$ cat config.mk
export PLATFORM = sky130hd
export DESIGN_NAME = tag_queue
export DESIGN_NICKNAME = d
export VERILOG_FILES = /design/src/design/assert_macros.svh /design/src/design/tag_pkg.sv /design/src/design/tag_queue.sv
export SDC_FILE = /design/constraint.sdc
export NUM_CORES = 1
export LEC_CHECK = 0
export ABC_CLOCK_PERIOD_IN_PS = 7300
export BUFFER_PORTS_ARGS = -buffer_cell sky130_fd_sc_hd__buf_2
export CAP_MARGIN = 20
export CORE_UTILIZATION = 52
export DETAILED_ROUTE_END_ITERATION = 8
export PLACE_DENSITY_LB_ADDON = 0.1
export SLEW_MARGIN = 10
export SYNTH_ARGS = -nofsm -noshare
export SYNTH_HDL_FRONTEND = slang
export SYNTH_SLANG_ARGS = --single-unit
export TNS_END_PERCENT = 20
$ cat constraint.sdc
create_clock -name clk -period 7.3 [get_ports clk]
set_input_delay 1.46 -clock clk [delete_from_list [all_inputs] [get_ports clk]]
set_output_delay 1.46 -clock clk [all_outputs]
set_load 0.1 [all_outputs]
$ cat src/design/assert_macros.svh
// Assertion macros used by the back end.
`ifndef ASSERT_MACROS_SVH
`define ASSERT_MACROS_SVH
`ifndef SYNTHESIS
`define CHK_ALWAYS(lbl, clk, rst, cond) \
  lbl: assert property (@(posedge clk) disable iff (rst) (cond)) else $error("check failed");
`define CHK_IMPLY(lbl, clk, rst, ante, cons) \
  lbl: assert property (@(posedge clk) disable iff (rst) (ante) |-> (cons)) \
    else $error("check failed");
`else
`define CHK_ALWAYS(lbl, clk, rst, cond)
`define CHK_IMPLY(lbl, clk, rst, ante, cons)
`endif
`endif

$ cat src/design/tag_pkg.sv
// Shared types and constants of the track association gate.
package tag_pkg;
  localparam int MAX_CANDIDATES_DEF = 32;
  localparam int COORD_BITS_DEF = 16;
  localparam int COORD_MAX = 24;
  localparam int MAX_RESULTS = 32;
  localparam int NUM_SMALL = 4;
  localparam int CFG_IDX_BITS = 8;
  localparam int CFG_DATA_BITS = 10;

  localparam logic [CFG_IDX_BITS-1:0] REG_ALPHA = 8'd0;
  localparam logic [CFG_IDX_BITS-1:0] REG_RATIO = 8'd1;
  localparam logic [CFG_IDX_BITS-1:0] REG_MAXE  = 8'd2;

  localparam logic [8:0] ALPHA_RST = 9'd128;
  localparam logic [9:0] RATIO_RST = 10'd307;
  localparam logic [2:0] MAXE_RST  = 3'd2;
  localparam logic [31:0] W_SAT = 32'hFFFF_FFFF;

  localparam logic REQ_LOAD  = 1'b0;
  localparam logic REQ_QUERY = 1'b1;

  typedef struct packed {
    logic                 req_type;
    logic                 first;
    logic [COORD_MAX-1:0] x;
    logic [COORD_MAX-1:0] y;
    logic [15:0]          size;
    logic [15:0]          src;
  } tag_item_t;

  typedef struct packed {
    logic [8:0] alpha_q8;
    logic [9:0] ratio_q8;
    logic [2:0] max_edges;
  } tag_cfg_t;

  typedef enum logic [3:0] {
    B_IDLE, B_EMPTY, B_RD, B_DIFF, B_SQX, B_SQY, B_ROOT, B_DIV1, B_DIV2,
    B_MUL, B_SUM, B_THR, B_ERD, B_ECHK, B_FLUSH
  } back_state_t;
endpackage

$ cat src/design/tag_queue.sv
// Two-entry queue between the front end and the back end.
module tag_queue (
  input  logic               clk,
  input  logic               rst,
  input  logic               push,
  input  tag_pkg::tag_item_t push_item,
  output logic               full,
  input  logic               pop,
  output logic               q_valid,
  output tag_pkg::tag_item_t head
);
  import tag_pkg::*;

  tag_item_t  slots [2];
  logic       wr_ptr;
  logic       rd_ptr;
  logic [1:0] count;

  assign full    = (count == 2'd2);
  assign q_valid = (count != 2'd0);
  assign head    = slots[rd_ptr];

  always_ff @(posedge clk) begin
    if (push) begin
      slots[wr_ptr] <= push_item;
    end
  end

  always_ff @(posedge clk) begin
    if (rst) begin
      wr_ptr <= 1'b0;
      rd_ptr <= 1'b0;
      count  <= 2'd0;
    end else begin
      if (push) wr_ptr <= !wr_ptr;
      if (pop) rd_ptr <= !rd_ptr;
      count <= count + 2'(push) - 2'(pop);
    end
  end
endmodule

==> run_results.csv <==
group,metric,value,unit
finish,fin_area,0.00809,mm2
min_path,hold_path.class,"flip-flop to flip-flop",
routing,drt_first_pass_iters,4,
routing,viasPerCell,4.76,
floorplanning,die-height,114,um
finish,instances_no_fill,640,
clock_tree,cts_max_level,4,
synth,synth_seq_cells,169,
timing,timing.final.crit_share,0.578,
setup_path,worstSetupStartpointType,"flip-flop",
setup_path,slowest_stage,"dfxtp_4",
power_and_ir_drop,power_density,331,mW/mm2
clock_tree,post_cts_resized,0,
timing,period_needed,4.22,ns
global_route,grt_max_degree,83,
routing,drt_iter0_markers,131,
synth,syn_inst,276,
floorplanning,num_rows,40,
clock_tree,cts_tree,"built",
finish,area_delta_synth_final,23.7,%
routing,drc_errors,0,
timing,setup_viol,0,
setup_path,crit_type,"flip-flop to primary output",
timing,fin_skew,0.00396,ns
timing,slew_violations,0,
synth,syn-cell-area,0.00654,mm2
finish,multiInputGateArea,0.00135,mm2
setup_path,crit_fanout,42,
synth,yosysUniqueCellTypes,14,
global_route,grt_pass1_vias,3039,
power_and_ir_drop,peakVddDrop,0.246,mV
clock_tree,clock_path_buffers,2,
placed_design,place.gp.congestion,0.661,
clock_tree,cts_sinks,169,
timing,hold_viol,0,
finish,final_util,0.668,
floorplanning,die_w,114,um
setup_path,crit_path_end_kind,"primary output",
routing,wl_per_cell,16.5,um
global_route,grt-ovfl-total,0,
global_route,grt_pass1_wl,15.8,mm
clock_tree,postCtsSetupRepairBufs,0,
placed_design,dpl.cell_count,607,
setup_path,path_cells,"buf_4 -> mux2_4 -> buf_2",
setup_path,max_stage_delay,0.85,ns
placed_design,io_buffers,169,
finish,drive_gt1_frac,0.602,
routing,vias,3047,
floorplanning,io_pins,170,
outcome,outcome,"complete, no violations",
power_and_ir_drop,leakagePower,3.25,nW
global_route,antenna_found_initial,0,
finish,insertedDiodeCount,0,
clock_tree,clockRootBuffer,"clkbuf_16",
floorplanning,coreArea,0.0121,mm2
timing,rsz0062_at_grt,"no",
floorplanning,die-area,0.0130,mm2
placed_design,dp_hpwl,6.92,mm
timing,tightest_slew,0.769,ns
job,cap_violations,0,
power_and_ir_drop,power,0.00268,W
clock_tree,hold_buffers,0,
finish,nets,547,
floorplanning,start_util,0.540,
routing,drt-total-wl,10.6,mm
setup_path,worstPathArrival,2.76,ns
setup_path,critPathRequiredTime,5.84,ns
global_route,grt_usage,0.172,
clock_tree,clk_latency,0.41,ns
timing,fmax,0.237,GHz
synth,ys_seq_area_frac,0.768,
finish,fillerInstances,858,
routing,ant_nets,0,
placed_design,placed_area,0.00747,mm2
synth,yosysWarnings,0,
synth,synth.net_count,364,
clock_tree,cts_buffers,17,
synth,syn_avg_cell_area,23.7,um2
clock_tree,path_clk_slew,0.06,ns
finish,layout.area.seq,0.00503,mm2
timing,setup_tns,0,ns
timing,slew_headroom,0.487,
==> layer usage <==
layer,part of all wire,track usage,vias to the layer above
met1,0.40,0.201,1454
met2,0.51,0.271,122
li1,-,-,1454
met5,0,0,-
met4,0.017,0.0926,0
met3,0.077,0.0704,17
==> registers in the layout, summed over array words and instances (netlist names), named ones only <==
register and count:
count 2, wr_ptr 1, rd_ptr 1, slots 164
==> layout make-up <==
class | count | area share
Timing Repair Buffer | 173 | 0.112
Clock inverter | 12 | 0.0192
Multi-Input combinational cell | 96 | 0.166
Sequential cell | 169 | 0.621
Tap cell | 168 | 0.0260
Inverter | 2 | 0.000928
Clock buffer | 20 | 0.0540
==> critical path: cells and delay by family (launching register included) <==
| family | cells | cell delay [ns] |
|---|---|---|
| buffers and inverters | 2 | 1.14 |
| DFF | 1 | 0.85 |
| muxes | 1 | 0.28 |
==> path summary, 6_finish.rpt <==
| check | from | to | slack (ns) | cells after the start |
|---|---|---|---|---|
| worst max register to register | wr_ptr | slots[0][76] | 5.34 | 3 |
| worst max-delay path | flip-flop | head[22] | 3.08 | 3 |
| worst min-delay path | rd_ptr | flip-flop | 0.52 | 2 |
| worst min register to register | rd_ptr | flip-flop | 0.52 | 2 |
==> synth_stat cells (all sizes together) <==
cell type    n  area (um2)
mux2        82        1220
ha           2        25.0
or2          1        6.26
inv          2        7.51
nor2         4        15.0
xnor3        1        22.5
edfxtp     164        4920
and2         1        6.26
buf          9         171
dfxtp        5         100
nor2b        3        18.8
xnor2        2        17.5
==> logic make-up (layout without fill, tap and decap cells) <==
family | Yosys count | count (layout) | share of synthesized area
XOR/XNOR | 3 | 3 | 0.00612
adder cells (fa/ha/maj) | 2 | 2 | 0.00383
buffers and inverters | 11 | 207 | 0.0274
flip-flops | 169 | 169 | 0.768
multiplexers | 82 | 82 | 0.187
AND/OR/NAND/NOR | 9 | 9 | 0.00708
==> power breakdown <==
part / switching [W] / total, W / internal [W]
sequential: 0.0000282 / 0.00116 / 0.00113
clock: 0.000325 / 0.000890 / 0.000564
combinational: 0.000483 / 0.000629 / 0.000145
==> per-stage QoR <==
step	worst slack (ns)	hold WS, ns
after floorplan	1.72	0.480
after global placement	3.49	0.494
after detailed placement	3.48	0.501
after CTS	3.02	0.523
after global routing	2.92	0.551
final	3.08	0.523
==> cells in the final DEF, fill, tap and decap left out <==
cell	instances
mux2_2	2
nor2b_1	2
or2_2	1
edfxtp_1	164
xnor2_1	2
clkbuf_1	3
nor2_1	4
buf_12	1
buf_16	1
inv_1	2
bufinv_16	4
buf_2	169
clkbuf_16	17
dfxtp_1	4
and2_4	1
ha_1	2
mux2_4	80
xnor3_1	1
clkinv_1	4
clkinv_2	4
buf_4	2
nor2b_4	1
dfxtp_4	1
(Power assumes the default switching activity.)
