--- src/design/assert_macros.svh ---
// Assertion macros used by the back end.
`ifndef ASSERT_MACROS_SVH
`define ASSERT_MACROS_SVH
`ifndef SYNTHESIS
`define CHK_ALWAYS(lbl, clk, rst, cond) \
  lbl: assert property (@(posedge clk) disable iff (rst) (cond)) else $error("check failed");
`define CHK_IMPLY(lbl, clk, rst, ante, cons) \
  lbl: assert property (@(posedge clk) disable iff (rst) (ante) |-> (cons)) \
    else $error("check failed");
`else
`define CHK_ALWAYS(lbl, clk, rst, cond)
`define CHK_IMPLY(lbl, clk, rst, ante, cons)
`endif
`endif

--- src/design/tag_pkg.sv ---
// Shared types and constants of the track association gate.
package tag_pkg;
  localparam int MAX_CANDIDATES_DEF = 32;
  localparam int COORD_BITS_DEF = 16;
  localparam int COORD_MAX = 24;
  localparam int MAX_RESULTS = 32;
  localparam int NUM_SMALL = 4;
  localparam int CFG_IDX_BITS = 8;
  localparam int CFG_DATA_BITS = 10;

  localparam logic [CFG_IDX_BITS-1:0] REG_ALPHA = 8'd0;
  localparam logic [CFG_IDX_BITS-1:0] REG_RATIO = 8'd1;
  localparam logic [CFG_IDX_BITS-1:0] REG_MAXE  = 8'd2;

  localparam logic [8:0] ALPHA_RST = 9'd128;
  localparam logic [9:0] RATIO_RST = 10'd307;
  localparam logic [2:0] MAXE_RST  = 3'd2;
  localparam logic [31:0] W_SAT = 32'hFFFF_FFFF;

  localparam logic REQ_LOAD  = 1'b0;
  localparam logic REQ_QUERY = 1'b1;

  typedef struct packed {
    logic                 req_type;
    logic                 first;
    logic [COORD_MAX-1:0] x;
    logic [COORD_MAX-1:0] y;
    logic [15:0]          size;
    logic [15:0]          src;
  } tag_item_t;

  typedef struct packed {
    logic [8:0] alpha_q8;
    logic [9:0] ratio_q8;
    logic [2:0] max_edges;
  } tag_cfg_t;

  typedef enum logic [3:0] {
    B_IDLE, B_EMPTY, B_RD, B_DIFF, B_SQX, B_SQY, B_ROOT, B_DIV1, B_DIV2,
    B_MUL, B_SUM, B_THR, B_ERD, B_ECHK, B_FLUSH
  } back_state_t;
endpackage

--- src/design/tag_front.sv ---
// Front end: accepts input transfers, cleans fields and queues them.
module tag_front #(
  parameter int COORD_BITS = tag_pkg::COORD_BITS_DEF
) (
  input  logic                  in_valid,
  output logic                  in_stall,
  input  logic                  req_type,
  input  logic                  first,
  input  logic [COORD_BITS-1:0] obj_x,
  input  logic [COORD_BITS-1:0] obj_y,
  input  logic [15:0]           obj_size,
  input  logic [15:0]           source_id,
  input  logic                  q_full,
  output logic                  push,
  output tag_pkg::tag_item_t    item
);
  import tag_pkg::*;

  assign in_stall = q_full;
  assign push     = in_valid && !q_full;

  always_comb begin
    item.req_type = req_type;
    // first only matters on a load
    item.first    = (req_type == REQ_LOAD) && first;
    item.x        = COORD_MAX'(obj_x);
    item.y        = COORD_MAX'(obj_y);
    // treat a zero size as one
    item.size     = (obj_size == 16'd0) ? 16'd1 : obj_size;
    item.src      = source_id;
  end
endmodule

--- config.mk ---
export PLATFORM = sky130hd
export DESIGN_NAME = tag_front
export DESIGN_NICKNAME = d
export VERILOG_FILES = /design/src/design/assert_macros.svh /design/src/design/tag_pkg.sv /design/src/design/tag_front.sv
export SDC_FILE = /design/constraint.sdc
export NUM_CORES = 1
export LEC_CHECK = 0
export BUFFER_PORTS_ARGS = -buffer_cell sky130_fd_sc_hd__buf_2
export CAP_MARGIN = 10
export CELL_PAD_IN_SITES_DETAIL_PLACEMENT = 0
export CELL_PAD_IN_SITES_GLOBAL_PLACEMENT = 1
export CORE_AREA = 2 2 77 79
export DETAILED_ROUTE_END_ITERATION = 7
export DIE_AREA = 0 0 79 81
export MAX_ROUTING_LAYER = met4
export PLACE_DENSITY = 0.85
export SLEW_MARGIN = 40
export SYNTH_ARGS = -nofsm -noshare
export SYNTH_HDL_FRONTEND = slang
export SYNTH_SLANG_ARGS = --single-unit
export TNS_END_PERCENT = 30
--- constraint.sdc ---
create_clock -name vclk -period 0.8
set_input_delay 0.16 -clock vclk [all_inputs]
set_output_delay 0.16 -clock vclk [all_outputs]
set_load 0.02 [all_outputs]
==> metrics.cfg, run 1 <==
[run_status]
status = finished with violations
failed_checks = setup timing

[timing]
slew_violations = 0
finalHoldViolCount = 0
totalNegativeSetupSlack_ns = -0.219
period_share_pct = 127
setup_viol = 1
whs_ns = 0.320
worst_slack_ns = -0.219
fmax_mhz = 981
min_period_ns = 1.02
rsz0062_at_grt = yes

[cells_and_area]
final_nets = 135
final_cell_mix = buf_2, conb_1, buf_6, nor4_4
stdcell_area_sq_um = 502
antennaDiodeCount = 0
numSequentialCells = 0
drive_above_1_share_pct = 69.2
layout_commonest_cell = buf_2
area_delta_synth_final_pct = -16.6
register_area_sq_um = 0
clock_buffers = 0

[global_routing]
grt_busiest_layer = met4
grt_util_met1_pct = 2.72
met3_usage_pct = 1.89
grt_start_max_net_pins = 3
grt_util_met2_pct = 2.88
grt_pass1_vias = 278
grt_antenna_before_repair = 0
grt_pass1_wl_microns = 1380
grt-ovfl-total = 0
grtUsageTotal_pct = 2.66

[power_and_ir_drop]
p_per_area_nw_per_um2 = 609
p_int_mw = 0.108
pwr-share-seq_pct = 0
pwr-share-comb_pct = 100.0
clkPwrFrac_pct = 0
switching_share_pct = 64.6
switching_power_mw = 0.197
leakagePower_nw = 0.254
peakVddDrop_uv = 153

[setup_path]
critical_path_arrival_ns = 0.86
critPathTopFamily = buffers and inverters
path_class = in2out
slowest_stage = nor4_4
path_depth = 4
cp.required_ns = 0.64
crit_path_end_kind = output pin
start_kind = input pin
path_cells = buf_2, nor4_4, a41o_1, buf_6
critPathMaxStageDelay_ns = 0.23
critPathBufInv = 2
cp_max_fo = 2

[min_path]
hold_class = in2out
hold_depth = 0

[floorplanning]
fp.dieW_microns = 79
io_pins = 152
start_util_pct = 10.6
num_rows = 28
core_sq_um = 5680
dieArea_sq_um = 6400
die_h_microns = 81

[run]
max-cap-violations = 0

[place]
place_hpwl_microns = 908
portBuffers = 40
dpl_cell_area_sq_um = 452
place_congestion = 0.509
pre_cts_ws_ns = -0.260

[detailed_routing]
via_count = 330
via_per_inst = 2.36
postRouteAntennaNets = 0
drtIter0Drc = 6
drtPass1Iterations = 2
route.detailed.drc = 0
wire_per_inst_microns = 7.84
totalWireLength_microns = 1100

[synth]
synthTopCellsByArea = buf_4, clkbuf_1, nor4_1
synth_top_area_share_pct = 82.3
yosysWarnings = 0
ys_seq_area_share_pct = 0
synth_area_leader_cell = buf_4
avgSynthCellArea_sq_um = 6.76
synthCells = 89
synth_cell_types = 7
netlist_area_sq_um = 602

per-stage QoR:
step           util (%)  power, mW  std cells
2_1_floorplan         -      0.592        104
3_3_place_gp       7.96      0.277        140
3_5_place_dp       7.96      0.278        140
4_1_cts            8.77      0.304        140
5_1_grt            8.84      0.328        140
6_report           8.84      0.305        140
path summary, 6_finish.rpt:
kind | startpoint | to | slack [ns]
worst max-delay path | obj_size[7] | item[16] | -0.22
worst min-delay path | source_id[11] | item[11] | 0.32
Yosys cell counts:
master     n
a41o_1     1
buf_4     66
clkbuf_1  15
conb_1     1
nor2b_1    2
nor3_1     1
nor4_1     3
final cells by class:
cell class                      instances  area, sq um
Timing Repair Buffer                   42          256
Fill cell                             671         5170
Multi-Input combinational cell         23          151
Tap cell                               75         93.8
routing by layer:
| layer | up-vias | wire, microns |
|---|---|---|
| met2 | 38 | 532 |
| met5 | - | 0 |
| met3 | 24 | 197 |
| met4 | 0 | 88 |
| met1 | 135 | 280 |
| li1 | 133 | - |
power groups by stage:
stage	sequential, mW	combinational, mW	clock, mW
after floorplan	0	0.592	0
after global placement	0	0.277	0
after detailed placement	0	0.278	0
after CTS	0	0.304	0
after global routing	0	0.328	0
final	0	0.305	0
cells by family after synthesis:
kind of cell / after synthesis / synth area share [%]
buf+inv: 81 / 91.7
simple gates: 6 / 6.03
compound gates: 1 / 1.66
other cells: 1 / 0.623
what timing repair did:
action / CTS / global route
pin swaps: 4 / 0
gates resized for setup: 10 / 1
hold buffers: 0 / 0
setup buffers: 0 / 0
endpoints found under the setup margin: 1 / 1
No activity file was read; power rests on OpenSTA's default activity.
==> run 2: changes to the inputs <==
--- a/config.mk
+++ b/config.mk
@@ -9,11 +9,11 @@
 export CAP_MARGIN = 10
 export CELL_PAD_IN_SITES_DETAIL_PLACEMENT = 0
 export CELL_PAD_IN_SITES_GLOBAL_PLACEMENT = 1
-export CORE_AREA = 2 2 77 79
+export CORE_AREA = 2 2 74 76
 export DETAILED_ROUTE_END_ITERATION = 7
-export DIE_AREA = 0 0 79 81
+export DIE_AREA = 0 0 76 78
 export MAX_ROUTING_LAYER = met4
-export PLACE_DENSITY = 0.85
+export PLACE_DENSITY = 0.91
 export SLEW_MARGIN = 40
 export SYNTH_ARGS = -nofsm -noshare
 export SYNTH_HDL_FRONTEND = slang
==> constraint.sdc (replaced) <==
create_clock -name vclk -period 1.2
set_input_delay 0.24 -clock vclk [all_inputs]
set_output_delay 0.24 -clock vclk [all_outputs]
set_load 0.05 [all_outputs]
==> run 2 against run 1 <==
Net effect:
- sequential share of layout area unchanged
- sequential cell count unchanged
- combinational power up 14%
- largest cell class unchanged
- via count up 2.4%
- die area down 7.4%
- core utilization up 0.59 points
- design area down 5.2%
- final cell count down 5.0%
- the run still ends with setup timing left
- global-route usage up 1.8 points
==> metrics.cfg, run 2 (synthesis gave the netlist of run 1 again) <==
[run_status]
status = finished with violations
failed_checks = setup timing

[setup_path]
cp_max_fo = 2
cp.required_ns = 0.96
critical_path_arrival_ns = 0.99
path_class = in2out
crit_path_end_kind = output pin
start_kind = input pin

[power_and_ir_drop]
switching_power_mw = 0.278
switching_share_pct = 80.1
clkPwrFrac_pct = 0
peakVddDrop_uv = 100
pwr-share-comb_pct = 100.0
p_int_mw = 0.0693
leakagePower_nw = 0.243
p_per_area_nw_per_um2 = 731
pwr-share-seq_pct = 0

[detailed_routing]
via_count = 338
via_per_inst = 2.54
wire_per_inst_microns = 11.2
drtPass1Iterations = 3
drtIter0Drc = 1
totalWireLength_microns = 1490
postRouteAntennaNets = 0
route.detailed.drc = 0

[cells_and_area]
fill_cells = 586
register_area_sq_um = 0
layout_commonest_cell = buf_2
area_delta_synth_final_pct = -21.0
clock_buffers = 0
final_cell_mix = buf_2, conb_1, buf_6, nor4_4, nor2b_1
final_cells = 133
numSequentialCells = 0
stdcell_area_sq_um = 475
final_nets = 133
antennaDiodeCount = 0
drive_above_1_share_pct = 69.8

[clock_tree]
postCtsSetupBuffers = 0
cts_hold_buf = 0

[global_routing]
grt-ovfl-total = 0
grt_pass1_vias = 342
grt_start_max_net_pins = 3
grtUsageTotal_pct = 4.46
grt_antenna_before_repair = 0
grt_pass1_wl_microns = 2010

[timing]
fmax_mhz = 812
whs_ns = 0.480
totalNegativeSetupSlack_ns = -0.0320
setup_viol = 1
slew_violations = 0
min_period_ns = 1.23
finalHoldViolCount = 0
period_share_pct = 103
rsz0062_at_grt = yes
worst_slack_ns = -0.0320

[run]
max-cap-violations = 0

[place]
portBuffers = 40
pre_cts_ws_ns = -0.124
dp_cells = 133
place_congestion = 0.555
dpl_cell_area_sq_um = 410

[min_path]
min_to = item[13]
hold_class = in2out
worst_hold_startpoint = source_id[13]
hold_depth = 0

[floorplanning]
num_rows = 26
die_h_microns = 78
io_pins = 152
dieArea_sq_um = 5930
core_sq_um = 5040
fp.dieW_microns = 76
start_util_pct = 11.9

[run 2: routing by layer]
metal,global-route usage [%],share of wire [%],vias to the layer above
met3,2.33,18,30
li1,-,-,127
met2,7.50,47,55
met4,5.64,12,0
met5,-,0,-
met1,2.92,22,126
[run 2: power by group through the flow]
stage,combinational (mW),sequential (mW),clock [mW]
6_report,0.348,0,0
5_1_grt,0.360,0,0
4_1_cts,0.341,0,0
3_5_place_dp,0.326,0,0
3_3_place_gp,0.325,0,0
2_1_floorplan,0.736,0,0
[run 2: timing repair]
action                     in CTS  in global routing
cloned                          0                  0
resized for setup               8                  4
pin swaps                       2                  4
setup endpoints to repair       1                  1
[run 2: worst max-delay path by stage]
stage	start	to	slack, ns	cells after the start
final	obj_size[7]	item[16]	-0.03	4
after global routing	obj_size[7]	item[16]	-0.07	4
after CTS	obj_size[2]	item[16]	-0.06	4
after detailed placement	obj_size[6]	item[16]	-0.12	4
after global placement	obj_size[6]	item[16]	-0.12	4
after floorplan	first	item[80]	0.01	1
[run 2: final cells by class]
class                      instances  area, sq um  area share, %
timing repair buffer              40          244           51.3
multi-input combinational         23          144           30.3
tap                               70         87.6           18.4
[run 2: stage by stage]
stage	util (%)	power (mW)
2_1_floorplan	-	0.736
3_3_place_gp	8.14	0.325
3_5_place_dp	8.14	0.326
4_1_cts	9.01	0.341
5_1_grt	9.43	0.360
6_report	9.43	0.348
[run 2: worst max-delay path: stages]
cell and delay, ns:
buf_6 0.10, nor4_4 0.26, a41o_2 0.25, buf_12 0.14
